File: config.mk
export PLATFORM = sky130hd
export DESIGN_NAME = dns_catchall_answer_builder
export DESIGN_NICKNAME = d
export VERILOG_FILES = /design/src/sv/dcab_pkg.sv /design/src/sv/dcab_front.sv /design/src/sv/dcab_queue.sv /design/src/sv/dcab_back.sv /design/src/sv/dns_catchall_answer_builder.sv
export VERILOG_INCLUDE_DIRS = /design/src /design/src/sv
export SDC_FILE = /design/constraint.sdc
export NUM_CORES = 1
export LEC_CHECK = 0
export BUFFER_PORTS_ARGS = -buffer_cell sky130_fd_sc_hd__buf_2
export CAP_MARGIN = 20
export CORE_ASPECT_RATIO = 0.7
export CORE_UTILIZATION = 40
export CTS_BUF_LIST = sky130_fd_sc_hd__clkbuf_8 sky130_fd_sc_hd__clkbuf_16
export DETAILED_ROUTE_END_ITERATION = 8
export GPL_ROUTABILITY_DRIVEN = 0
export HOLD_SLACK_MARGIN = 0.06
export SYNTH_ARGS = -nofsm -noshare
export SYNTH_HDL_FRONTEND = slang
export SYNTH_SLANG_ARGS = --single-unit
File: constraint.sdc
create_clock -name clk -period 4.65 [get_ports clk]
set_clock_uncertainty 0.1 [all_clocks]
set_input_delay 0.6975 -clock clk [delete_from_list [all_inputs] [get_ports clk]]
set_output_delay 0.6975 -clock clk [all_outputs]
set_load 0.02 [all_outputs]
File: src/sv/dns_catchall_answer_builder_defines.svh
// Assertion macros for the DNS catch-all answer builder
`ifndef DNS_CATCHALL_ANSWER_BUILDER_DEFINES_SVH
`define DNS_CATCHALL_ANSWER_BUILDER_DEFINES_SVH

// Check a condition in the same cycle as its trigger
`define DCAB_ASSERT_NOW(lbl, ante, cons, msg) \
    lbl: assert property (@(posedge clk) disable iff (!rst_n) (ante) |-> (cons)) \
        else $error(msg);

// Check a condition in the cycle after its trigger
`define DCAB_ASSERT_NEXT(lbl, ante, cons, msg) \
    lbl: assert property (@(posedge clk) disable iff (!rst_n) (ante) |=> (cons)) \
        else $error(msg);

`endif

File: src/sv/dcab_pkg.sv
// Shared types, constants and byte functions for the DNS catch-all answer builder
package dcab_pkg;

    localparam int BUFFER_BYTES = 512;
    localparam int HDR_BYTES    = 12;
    localparam int QTAIL_BYTES  = 5;
    localparam int ANSWER_BYTES = 16;
    localparam int QUEUE_DEPTH  = 4;

    localparam int CNT_W   = $clog2(BUFFER_BYTES + 1);
    localparam int POS_W   = $clog2(BUFFER_BYTES + 256 + 1);
    localparam int IDX_W   = $clog2(ANSWER_BYTES);
    localparam int QPTR_W  = $clog2(QUEUE_DEPTH);
    localparam int QCNT_W  = $clog2(QUEUE_DEPTH + 1);
    localparam int ADDR_W  = 32;

    localparam logic [7:0] FLAGS_HI  = 8'h81;
    localparam logic [7:0] FLAGS_LO  = 8'h80;
    localparam logic [7:0] COUNT_ONE = 8'h01;
    localparam logic [7:0] PTR_HI    = 8'hC0;
    localparam logic [7:0] PTR_LO    = 8'h0C;
    localparam logic [7:0] TTL_LO    = 8'h3C;
    localparam logic [7:0] RDLEN_LO  = 8'h04;

    typedef struct packed {
        logic       emit;
        logic [7:0] data;
        logic       fin;
        logic       ok;
    } cmd_t;

    typedef struct packed {
        logic              full;
        logic              empty;
        logic [QCNT_W-1:0] count;
    } q_stat_t;

    typedef enum logic {
        ST_PASS,
        ST_ANSWER
    } back_state_t;

    function automatic logic [7:0] header_byte(input logic [CNT_W-1:0] idx,
                                               input logic [7:0] b);
        logic [7:0] r;
        r = b;
        unique case (idx)
            CNT_W'(2):  r = FLAGS_HI;
            CNT_W'(3):  r = FLAGS_LO;
            CNT_W'(5):  r = COUNT_ONE;
            CNT_W'(7):  r = COUNT_ONE;
            CNT_W'(4), CNT_W'(6), CNT_W'(8), CNT_W'(9), CNT_W'(10), CNT_W'(11):
                r = 8'h00;
            default:    r = b;
        endcase
        return r;
    endfunction

    function automatic logic [7:0] answer_byte(input logic [IDX_W-1:0] idx,
                                               input logic [ADDR_W-1:0] addr);
        logic [7:0] r;
        r = 8'h00;
        unique case (idx)
            IDX_W'(0):  r = PTR_HI;
            IDX_W'(1):  r = PTR_LO;
            IDX_W'(3):  r = COUNT_ONE;
            IDX_W'(5):  r = COUNT_ONE;
            IDX_W'(9):  r = TTL_LO;
            IDX_W'(11): r = RDLEN_LO;
            IDX_W'(12): r = addr[7:0];
            IDX_W'(13): r = addr[15:8];
            IDX_W'(14): r = addr[23:16];
            IDX_W'(15): r = addr[31:24];
            default:    r = 8'h00;
        endcase
        return r;
    endfunction

endpackage

File: src/sv/dcab_front.sv
// Front end: walks the query, classifies each byte and issues commands
module dcab_front (
    input  logic          clk,
    input  logic          rst_n,
    input  logic          push,
    input  logic          full,
    input  logic [7:0]    in_byte,
    input  logic          in_last,
    output logic          cmd_wr,
    output dcab_pkg::cmd_t cmd
);
    import dcab_pkg::*;

    logic [CNT_W-1:0] byte_count_reg, byte_count_next;
    logic [POS_W-1:0] next_label_reg, next_label_next;
    logic             term_reg, term_next;
    logic [POS_W-1:0] qend_reg, qend_next;

    logic             accept;
    logic             in_buf;
    logic [POS_W-1:0] pos;
    logic             at_label;
    logic             is_zero;
    logic             pass;
    logic             ok;

    always_comb
    begin
        accept          = push && !full;
        in_buf          = byte_count_reg < CNT_W'(BUFFER_BYTES);
        pos             = POS_W'(byte_count_reg);
        is_zero         = in_byte == 8'd0;
        at_label        = in_buf && !term_reg && (pos == next_label_reg);
        term_next       = term_reg || (at_label && is_zero);
        qend_next       = (at_label && is_zero) ? pos + POS_W'(QTAIL_BYTES) : qend_reg;
        next_label_next = (at_label && !is_zero)
                          ? pos + POS_W'(in_byte) + POS_W'(1) : next_label_reg;
        byte_count_next = in_buf ? byte_count_reg + CNT_W'(1) : byte_count_reg;
        pass            = in_buf && (!term_next || (pos < qend_next));
        ok              = (byte_count_next >= CNT_W'(HDR_BYTES)) && term_next
                          && (qend_next <= POS_W'(byte_count_next))
                          && (qend_next <= POS_W'(BUFFER_BYTES - ANSWER_BYTES));
        cmd.emit        = pass && (!in_last || ok);
        cmd.data        = header_byte(byte_count_reg, in_byte);
        cmd.fin         = in_last;
        cmd.ok          = ok;
        cmd_wr          = accept && (pass || in_last);
    end

    always_ff @(posedge clk or negedge rst_n)
    begin
        if (!rst_n)
        begin
            byte_count_reg <= '0;
            next_label_reg <= POS_W'(HDR_BYTES);
            term_reg       <= 1'b0;
            qend_reg       <= '0;
        end
        else if (accept)
        begin
            if (in_last)
            begin
                byte_count_reg <= '0;
                next_label_reg <= POS_W'(HDR_BYTES);
                term_reg       <= 1'b0;
                qend_reg       <= '0;
            end
            else
            begin
                byte_count_reg <= byte_count_next;
                next_label_reg <= next_label_next;
                term_reg       <= term_next;
                qend_reg       <= qend_next;
            end
        end
    end

endmodule

File: src/sv/dcab_queue.sv
// Short command queue between the front end and the back end
module dcab_queue (
    input  logic            clk,
    input  logic            rst_n,
    input  logic            wr_en,
    input  dcab_pkg::cmd_t  wr_data,
    input  logic            rd_en,
    output dcab_pkg::cmd_t  rd_data,
    output dcab_pkg::q_stat_t stat
);
    import dcab_pkg::*;

    cmd_t              mem_reg [QUEUE_DEPTH];
    logic [QPTR_W-1:0] wr_ptr_reg, rd_ptr_reg;
    logic [QCNT_W-1:0] count_reg, count_next;
    logic              do_wr, do_rd;

    always_comb
    begin
        stat.full  = count_reg == QCNT_W'(QUEUE_DEPTH);
        stat.empty = count_reg == '0;
        stat.count = count_reg;
        do_wr      = wr_en && !stat.full;
        do_rd      = rd_en && !stat.empty;
        rd_data    = mem_reg[rd_ptr_reg];
        count_next = count_reg + QCNT_W'(do_wr) - QCNT_W'(do_rd);
    end

    always_ff @(posedge clk)
    begin
        if (do_wr)
        begin
            mem_reg[wr_ptr_reg] <= wr_data;
        end
    end

    always_ff @(posedge clk or negedge rst_n)
    begin
        if (!rst_n)
        begin
            wr_ptr_reg <= '0;
            rd_ptr_reg <= '0;
            count_reg  <= '0;
        end
        else
        begin
            if (do_wr)
            begin
                wr_ptr_reg <= wr_ptr_reg + QPTR_W'(1);
            end
            if (do_rd)
            begin
                rd_ptr_reg <= rd_ptr_reg + QPTR_W'(1);
            end
            count_reg <= count_next;
        end
    end

endmodule

File: src/sv/dcab_back.sv
// Back end: expands commands into response bytes and the answer record
module dcab_back (
    input  logic                      clk,
    input  logic                      rst_n,
    input  dcab_pkg::cmd_t            head,
    input  logic                      q_empty,
    output logic                      q_pop,
    input  logic [dcab_pkg::ADDR_W-1:0] addr,
    input  logic                      pop,
    output logic                      empty,
    output logic [7:0]                out_byte,
    output logic                      out_last,
    output logic                      out_drop
);
    import dcab_pkg::*;

    back_state_t      state_reg, state_next;
    logic [IDX_W-1:0] idx_reg, idx_next;
    logic             valid_reg, valid_next;
    logic [7:0]       byte_reg, byte_next;
    logic             last_reg, last_next;
    logic             drop_reg, drop_next;
    logic             adv;
    logic             load;

    always_comb
    begin
        adv        = !valid_reg || pop;
        load       = 1'b0;
        q_pop      = 1'b0;
        state_next = state_reg;
        idx_next   = idx_reg;
        byte_next  = byte_reg;
        last_next  = last_reg;
        drop_next  = drop_reg;
        unique case (state_reg)
            ST_PASS:
            begin
                if (adv && !q_empty)
                begin
                    load  = 1'b1;
                    q_pop = 1'b1;
                    if (head.emit)
                    begin
                        byte_next = head.data;
                        last_next = 1'b0;
                        drop_next = 1'b0;
                        if (head.fin)
                        begin
                            state_next = ST_ANSWER;
                            idx_next   = '0;
                        end
                    end
                    else if (!head.ok)
                    begin
                        byte_next = 8'h00;
                        last_next = 1'b1;
                        drop_next = 1'b1;
                    end
                    else
                    begin
                        byte_next  = answer_byte('0, addr);
                        last_next  = 1'b0;
                        drop_next  = 1'b0;
                        state_next = ST_ANSWER;
                        idx_next   = IDX_W'(1);
                    end
                end
            end
            ST_ANSWER:
            begin
                if (adv)
                begin
                    load      = 1'b1;
                    byte_next = answer_byte(idx_reg, addr);
                    last_next = idx_reg == IDX_W'(ANSWER_BYTES - 1);
                    drop_next = 1'b0;
                    idx_next  = idx_reg + IDX_W'(1);
                    if (idx_reg == IDX_W'(ANSWER_BYTES - 1))
                    begin
                        state_next = ST_PASS;
                    end
                end
            end
            default:
            begin
                state_next = ST_PASS;
            end
        endcase
        valid_next = load ? 1'b1 : (pop ? 1'b0 : valid_reg);
    end

    always_ff @(posedge clk or negedge rst_n)
    begin
        if (!rst_n)
        begin
            state_reg <= ST_PASS;
            idx_reg   <= '0;
            valid_reg <= 1'b0;
        end
        else
        begin
            state_reg <= state_next;
            idx_reg   <= idx_next;
            valid_reg <= valid_next;
        end
    end

    always_ff @(posedge clk)
    begin
        byte_reg <= byte_next;
        last_reg <= last_next;
        drop_reg <= drop_next;
    end

    assign empty    = !valid_reg;
    assign out_byte = byte_reg;
    assign out_last = last_reg;
    assign out_drop = drop_reg;

endmodule

File: src/sv/dns_catchall_answer_builder.sv
// Top level of the DNS catch-all answer builder
// A query byte reaches the result ports through the command queue and the back-end
// output register. Throughput: one byte per cycle while the result side pops; a valid
// final byte adds 16 answer bytes, one per cycle from the back-end sequencer, while the
// four-entry command queue takes up to four more bytes before full stalls the input.
// Reset: rst_n clears all control state and the answer address; no clearing pass.
module dns_catchall_answer_builder (
    input  logic        clk,
    input  logic        rst_n,
    input  logic        push,
    output logic        full,
    input  logic [7:0]  in_byte,
    input  logic        in_last,
    output logic        empty,
    input  logic        pop,
    output logic [7:0]  out_byte,
    output logic        out_last,
    output logic        out_drop,
    input  logic        cfg_valid,
    output logic        cfg_ready,
    input  logic [31:0] cfg_data
);
    import dcab_pkg::*;

    `include "dns_catchall_answer_builder_defines.svh"

    cmd_t              wr_cmd;
    cmd_t              head;
    logic              cmd_wr;
    logic              q_pop;
    q_stat_t           q_stat;
    logic [ADDR_W-1:0] addr_reg;

    assign cfg_ready = 1'b1;
    assign full      = q_stat.full;

    always_ff @(posedge clk or negedge rst_n)
    begin
        if (!rst_n)
        begin
            addr_reg <= '0;
        end
        else if (cfg_valid && cfg_ready)
        begin
            addr_reg <= cfg_data;
        end
    end

    dcab_front u_front (
        .clk     (clk),
        .rst_n   (rst_n),
        .push    (push),
        .full    (q_stat.full),
        .in_byte (in_byte),
        .in_last (in_last),
        .cmd_wr  (cmd_wr),
        .cmd     (wr_cmd)
    );

    dcab_queue u_queue (
        .clk     (clk),
        .rst_n   (rst_n),
        .wr_en   (cmd_wr),
        .wr_data (wr_cmd),
        .rd_en   (q_pop),
        .rd_data (head),
        .stat    (q_stat)
    );

    dcab_back u_back (
        .clk      (clk),
        .rst_n    (rst_n),
        .head     (head),
        .q_empty  (q_stat.empty),
        .q_pop    (q_pop),
        .addr     (addr_reg),
        .pop      (pop),
        .empty    (empty),
        .out_byte (out_byte),
        .out_last (out_last),
        .out_drop (out_drop)
    );

    `DCAB_ASSERT_NOW(a_drop_is_last, !empty && out_drop, out_last, "drop result without last")
    `DCAB_ASSERT_NOW(a_drop_is_zero, !empty && out_drop, out_byte == 8'h00, "drop byte not zero")
    `DCAB_ASSERT_NOW(a_queue_bound, 1'b1, q_stat.count <= QCNT_W'(QUEUE_DEPTH), "queue overrun")
    `DCAB_ASSERT_NOW(a_pop_needs_entry, q_pop, !q_stat.empty, "pop from empty queue")

endmodule

==> metrics.md, run 1 <==
| Metric | Value |
|---|---|
| Nets@finish | `821` |
| Post-synth net total | `756` |
| DRC viols | `0` |
| Largest net degree at the start of global routing | `44` |
| Critical path endpoint category | `flop` |
| Count of different cell masters after synthesis | `72` |
| Worst Tran Pin Value | `0.8175 ns` |
| Number of flops mapped to enable cells by yosys | `54` |
| Final hold vios | `0` |
| Clock slew seen by the registers of the worst setup and hold paths | `0.06 ns` |
| Slew Viols, Final | `0` |
| Setup CP Type | `in2reg` |
| Final std cells w/o fill | `977` |
| TritonCTS clock tree | `done` |
| HPWL Detailed | `13430 um` |
| Die height | `115.2 um` |
| Tightest Hold Check Type | `in2async` |
| Clk Latency, worst-skew pair | `0.42 ns` |
| Power density over the cells | `roughly 570 nW/um2` |
| Antenna Cells | `0` |
| LEAKAGE | `0.003547 uW` |
| Fraction of layout instances using a drive strength above 1 | `23.73%` |
| Vias in the first global route | `5422` |
| Max Cap Viol | `0` |
| Final setup TNS | `0 ns` |
| Hold-fix buffers, CTS | `0` |
| CP arrival | `4.54 ns` |
| GRT Total Usage | `approximately a fifth` |
| Slew headroom | `45.50%` |
| Fin crit share | `92.49%` |
| Seq/Total Area, Yosys | `48.12%` |
| H-tree depth | `4` |
| Post-route ant nets | `0` |
| Synth Instances | `668` |
| R2R depth | `17` |
| Seq cells post-synth | `between 100 and 150` |
| Rows | `40` |
| Via density | `5.680` |
| Final period demand of the worst path | `4.301 ns` |
| Total power | `4904 uW` |
| Total CTS buffers | `17` |
| Die area | `18870 um2` |
| CP Launch Type | `primary input` |
| Total grt overflow | `0` |
| Synth warn | `0` |
| Core Footprint | `between 15000 and 20000 um2` |
| Status | `finished, final reports clean` |
| Routed WL | `18450 um` |
| Post-Synthesis Cell Area | `between 7000 and 8000 um2` |
| Worst vdd ir | `0.3067 mV` |
| Fmax | `0.2325 GHz` |
| Avg Inst Size Synth | `roughly 11 um2` |
| Async SR Flop Fraction | `between 50% and 60%` |
| Max Root-Sink Buffers | `2` |
| # resized after CTS | `0` |
| Wire length per cell | `approximately 19 um` |
| Main synth FF type | `dfrtp_1` |
| Crit-path max FO | `17` |
| Root Buffer | `clkbuf_16` |
| DRT iter0 DRCs | `551` |
| Final setup viols | `0` |
| First-pass GRT wire length | `29440 um` |
| RSZ-0062 raised after global routing | `false` |
| Initial cell density of the core | `a little over two fifths` |
| Die X | `between 150 and 200 um` |
| Layout area overhead | `17.14%` |
| Setup Fix Bufs, Post-CTS | `0` |
| Max reg flops | `44` |
| # IOs | `roughly 60` |
| Initial antenna violation count | `0` |
| Vias | `5549` |
| Number of detailed-route iterations in the first pass | `5` |
| Cell count after placement | `945` |
| IO Port Bufs | `57` |
| # clock sinks | `130` |
| Required time of the critical path | `~4.9 ns` |
| R2r setup slk | `0.48 ns` |
| Post-layout util | `49.00%` |
## per-stage QoR
step	instance area (um2)	hold slack (ns)	setup slack (ns)
floorplan	7332	0.3019	-0.1434
global placement	7973	0.3604	0.1006
detailed placement	7973	0.3610	-0.02776
CTS	8583	0.1262	0.4037
global route	8583	0.1371	0.1701
finish	8583	0.1143	0.3494
## cells in the final DEF (no fill, tap or decap), types with 31 or more instances in the layout
cell type / Yosys / layout
nand2_1: 49 / 49
mux2_2: 33 / 33
buf_2: 1 / 56
dfrtp_1: 74 / 74
inv_1: 40 / 40
ha_1: 40 / 40
a21oi_1: 39 / 39
o21ai_0: 33 / 33
nor2_1: 31 / 31
edfxtp_1: 54 / 54
## power by group
group	total [uW]	switching [uW]	internal [uW]
registers	1730	224	1500
clock network	1350	557	796
logic	1820	1090	732
total	4900	1870	3030
## synthesized netlist by cell type (27+ instances only)
cell type  count  share of area [%]
inv_1         40                2.0
clkbuf_1      28                1.4
edfxtp_1      54                 22
ha_1          40                6.8
o21ai_0       33                2.3
xnor2_1       27                3.2
a21oi_1       39                2.7
mux2_2        33                5.1
nor2_1        31                1.6
dfrtp_1       74                 25
nand2_1       49                2.5
## per-layer routing
metal  track usage [%]  vias up  routed length [um]
li1                  -     2601                   -
met1             31.85     2730                9192
met2             28.64      197                7673
met3             5.303       21                1404
met4             5.679        0                 180
met5                 0        -                   0
## worst max-delay path, cell delays in order
cell and delay (ns):
buf_2 0.12, or4_4 0.55, nand4bb_4 0.27, nor4_4 0.24, buf_12 0.21, mux2i_1 0.27
ha_1 0.31, and4_1 0.24, nand4_1 0.12, o31ai_1 0.11, a211oi_2 0.29, a21oi_2 0.10
nor2_1 0.10, ha_1 0.15, inv_1 0.04, fa_1 0.37, xnor2_1 0.20, xnor2_1 0.13
## cell families after synthesis
family                     Yosys count  synth area share [%]
other                                1               0.05118
muxes                               50                 9.273
AOI/OAI and AO/OA                  155                 14.09
xor gates and xnor gates            33                 3.945
DFF                                130                 48.12
adders and majority gates           42                 7.377
buffers and inverters               80                 4.269
and+or+nand+nor                    177                 12.88
## worst paths after layout
check | from | to
worst max-delay path | in_byte[1] | u_queue.count_reg[2]
worst min-delay path | rst_n | u_front.qend_reg[9]
worst max register to register | u_front.term_reg | u_queue.count_reg[2]
worst min register to register | u_front.next_label_reg[2] | u_front.next_label_reg[2]
max in group asynchronous | rst_n | addr_reg[13]
min in group clk | u_front.next_label_reg[2] | u_front.next_label_reg[2]
## area by class of cell
| type | count | area, um2 |
|---|---|---|
| fill | 1550 | 8934 |
| inverter | 41 | 153.9 |
| clock buffer | 18 | 450.4 |
| tap | 231 | 289.0 |
| sequential | 130 | 3526 |
| multi-input combinational | 458 | 3493 |
| clock inverter | 14 | 160.2 |
| timing repair buffer | 85 | 510.5 |
Power figures use the tool's default switching activity.
==> inputs of run 2 (changes only) <==
--- a/config.mk
+++ b/config.mk
@@ -9,11 +9,12 @@
 export BUFFER_PORTS_ARGS = -buffer_cell sky130_fd_sc_hd__buf_2
 export CAP_MARGIN = 20
 export CORE_ASPECT_RATIO = 0.7
-export CORE_UTILIZATION = 40
+export CORE_UTILIZATION = 55
 export CTS_BUF_LIST = sky130_fd_sc_hd__clkbuf_8 sky130_fd_sc_hd__clkbuf_16
 export DETAILED_ROUTE_END_ITERATION = 8
 export GPL_ROUTABILITY_DRIVEN = 0
 export HOLD_SLACK_MARGIN = 0.06
+export PLACE_DENSITY = 0.77
 export SYNTH_ARGS = -nofsm -noshare
 export SYNTH_HDL_FRONTEND = slang
 export SYNTH_SLANG_ARGS = --single-unit
==> run 2 against run 1 <==
Against the previous run: utilization rose by 17 points; first-iteration DRC count shrank 17%; via count up 3.2%; sequential cell count unchanged; cell area fell by 1.6%; register-to-register slack got worse by 0.04 ns; sequential share of layout area up 0.68 points; global-route usage rose by 6.9 points; critical path type unchanged; highest routed layer unchanged.
==> metrics.md, run 2 (synthesis gave the netlist of run 1 again) <==
| Metric | Value |
|---|---|
| Buf/Inv on CP | `5 (was 3)` |
| Fmax | `0.2312 GHz (was 0.2325 GHz)` |
| Required time of the critical path | `4.91 ns (was 4.89 ns)` |
| Critical-path top delay cell | `or4_1 (was or4_4)` |
| Reg-to-Reg Start | `u_front.term_reg (unchanged)` |
| Wire length per cell | `20.16 um (was 18.89 um)` |
| # IOs | `59 (unchanged)` |
| Initial cell density of the core | `57.60% (was 41.83%)` |
| Clk Latency, worst-skew pair | `0.42 ns (about the same)` |
| Max incr delay on CP | `0.57 ns (was 0.55 ns)` |
| IO Port Bufs | `57 (unchanged)` |
| Slew headroom | `33.51% (was 45.50%)` |
| TritonCTS clock tree | `done (unchanged)` |
| Critical path endpoint category | `flop (unchanged)` |
| Crit-path max FO | `9 (was 17)` |
| Setup Fix Bufs, Post-CTS | `0 (unchanged)` |
| First-pass GRT wire length | `29060 um (was 29440 um)` |
| Die height | `98.57 um (was 115.2 um)` |
| Most frequent cells in the layout | `dfrtp_1 (74), buf_2 (56), edfxtp_1 (54), nand2_1 (49) (unchanged)` |
| RSZ-0062 raised after global routing | `false (unchanged)` |
| Routed WL | `18270 um (was 18450 um)` |
| Post-layout util | `66.38% (was 49.00%)` |
| Max Cap Viol | `0 (unchanged)` |
| Hold-fix buffers, CTS | `0 (unchanged)` |
| Power density over the cells | `577.0 nW/um2 (was 571.4 nW/um2)` |
| Slew Viols, Final | `0 (unchanged)` |
| Commonest non-fill, non-tap cell in the layout | `dfrtp_1 (unchanged)` |
| Post-route ant nets | `0 (unchanged)` |
| Final hold vios | `0 (unchanged)` |
| Nets@finish | `819 (was 821)` |
| Number of detailed-route iterations in the first pass | `5 (unchanged)` |
| CP arrival | `4.58 ns (was 4.54 ns)` |
| Worst vdd ir | `0.2882 mV (was 0.3067 mV)` |
| Via density | `6.321 (was 5.680)` |
| Final std cells w/o fill | `906 (was 977)` |
| # clock sinks | `130 (unchanged)` |
| Die X | `140.0 um (was 163.8 um)` |
| HPWL Detailed | `13110 um (was 13430 um)` |
| Initial antenna violation count | `0 (unchanged)` |
| Die area | `13790 um2 (was 18870 um2)` |
| DRC viols | `0 (unchanged)` |
| Layout area overhead | `15.23% (was 17.14%)` |
| Final period demand of the worst path | `4.325 ns (was 4.301 ns)` |
| LEAKAGE | `0.003526 uW (was 0.003547 uW)` |
| Fraction of layout instances using a drive strength above 1 | `23.52% (was 23.73%)` |
| Status | `finished, final reports clean (unchanged)` |
| Total CTS buffers | `17 (unchanged)` |
| Max Root-Sink Buffers | `2 (unchanged)` |
| Setup CP Type | `in2reg (unchanged)` |
| Fill count | `892 (was 1550)` |
| H-tree depth | `4 (unchanged)` |
| Vias in the first global route | `5437 (was 5422)` |
| DRT iter0 DRCs | `457 (was 551)` |
| Cell count after placement | `874 (was 945)` |
| Crit-path cells | `buf_2 -> or4_1 -> nand4bb_4 -> nor4_4 -> buf_4 -> buf_4 -> o21ai_2 -> ha_1 -> and4_1 -> nand4_1 -> o41ai_1 -> o21ai_2 -> a21oi_2 -> nor2_1 -> ha_1 -> inv_1 -> fa_1 -> inv_1 (was buf_2 -> or4_4 -> nand4bb_4 -> nor4_4 -> buf_12 -> mux2i_1 -> ha_1 -> and4_1 -> nand4_1 -> o31ai_1 -> a211oi_2 -> a21oi_2 -> nor2_1 -> ha_1 -> inv_1 -> fa_1 -> xnor2_1 -> xnor2_1)` |
| # resized after CTS | `0 (unchanged)` |
| Fin crit share | `93.01% (was 92.49%)` |
| Core Footprint | `12720 um2 (was 17520 um2)` |
| CP Launch Type | `primary input (unchanged)` |
| Worst Tran Pin Value | `0.9974 ns (was 0.8175 ns)` |
| GRT Total Usage | `27.72% (was 20.79%)` |
| Tightest Hold Check Type | `in2async (unchanged)` |
| Vias | `5727 (was 5549)` |
| Largest net degree at the start of global routing | `77 (was 44)` |
| Antenna Cells | `0 (unchanged)` |
| Final setup viols | `0 (unchanged)` |
| Total grt overflow | `0 (unchanged)` |
| Crit path from | `in_byte[5] (was in_byte[1])` |
| Root Buffer | `clkbuf_16 (unchanged)` |
| Max reg flops | `44 (unchanged)` |
| Rows | `34 (was 40)` |
| Top delay family on crit path | `simple AND/OR/NAND/NOR gates (unchanged)` |
| Clock slew seen by the registers of the worst setup and hold paths | `0.07 ns (was 0.06 ns)` |
[run 2: changes by cell type in the layout (fill, tap and decap cells not counted), sizes merged]
| cell | before | now |
|---|---|---|
| buf | 85 | 83 |
| inv | 49 | 51 |
| clkinv | 4 | 3 |
| bufinv | 1 | 0 |
[run 2: cell type report]
type	instances	area [um2]	share of cell area [%]
well taps	162	202.7	2.401
clock inverters	14	133.9	1.586
repair buffers	83	483.0	5.720
flip-flops and latches	130	3526	41.76
clock buffers	18	450.4	5.335
inverters	41	153.9	1.823
multi-input cells	458	3493	41.38
[run 2: path summary, 6_finish.rpt]
path                                             end  slack [ns]  cells past startpoint
max in group asynchronous       u_queue.count_reg[2]        3.45                      1
min                        u_front.next_label_reg[5]        0.33                      1
max                             u_queue.count_reg[1]        0.32                     18
max reg2reg                     u_queue.count_reg[1]        0.44                     17
min in group clk           u_front.next_label_reg[2]        0.38                      2
min reg2reg                u_front.next_label_reg[2]        0.38                      2
[run 2: metrics by stage]
step	area [um2]	hold slack, ns	TNS, ns	power [uW]	setup slack, ns
2_1_floorplan	7332	0.3019	-6.310	2981	-0.1434
3_3_place_gp	7859	0.3570	0	3426	0.1488
3_5_place_dp	7859	0.3611	-0.02649	3521	-0.01705
4_1_cts	8443	0.3722	0	4850	0.3945
5_1_grt	8443	0.3870	0	5122	0.04872
6_report	8443	0.3340	0	4872	0.3248
[run 2: worst reg2reg max path, cell delays in order (launching register included)]
cell and delay [ns]:
dfrtp_1 0.49, nor3_1 0.33, nand2_1 0.17, nor4_4 0.28, buf_4 0.23, buf_4 0.18
o21ai_2 0.07, ha_1 0.32, and4_1 0.22, nand4_1 0.14, o41ai_1 0.48, o21ai_2 0.11
a21oi_2 0.23, nor2_1 0.07, ha_1 0.20, inv_1 0.07, fa_1 0.41, inv_1 0.06
[run 2: where the power goes]
group | total (uW) | switching, uW | leakage [uW] | internal (uW)
clock | 1310 | 562 | 0.000289 | 743
sequential | 1730 | 230 | 0.00146 | 1500
combinational | 1830 | 1100 | 0.00178 | 729
[run 2: metal layers]
layer / vias up / share of wire, % / GRT usage [%]
li1: 2594 / - / -
met1: 2767 / 45 / 41.56
met2: 341 / 43 / 40.23
met3: 25 / 11 / 6.317
met4: 0 / 0.95 / 8.030
met5: - / 0 / 0
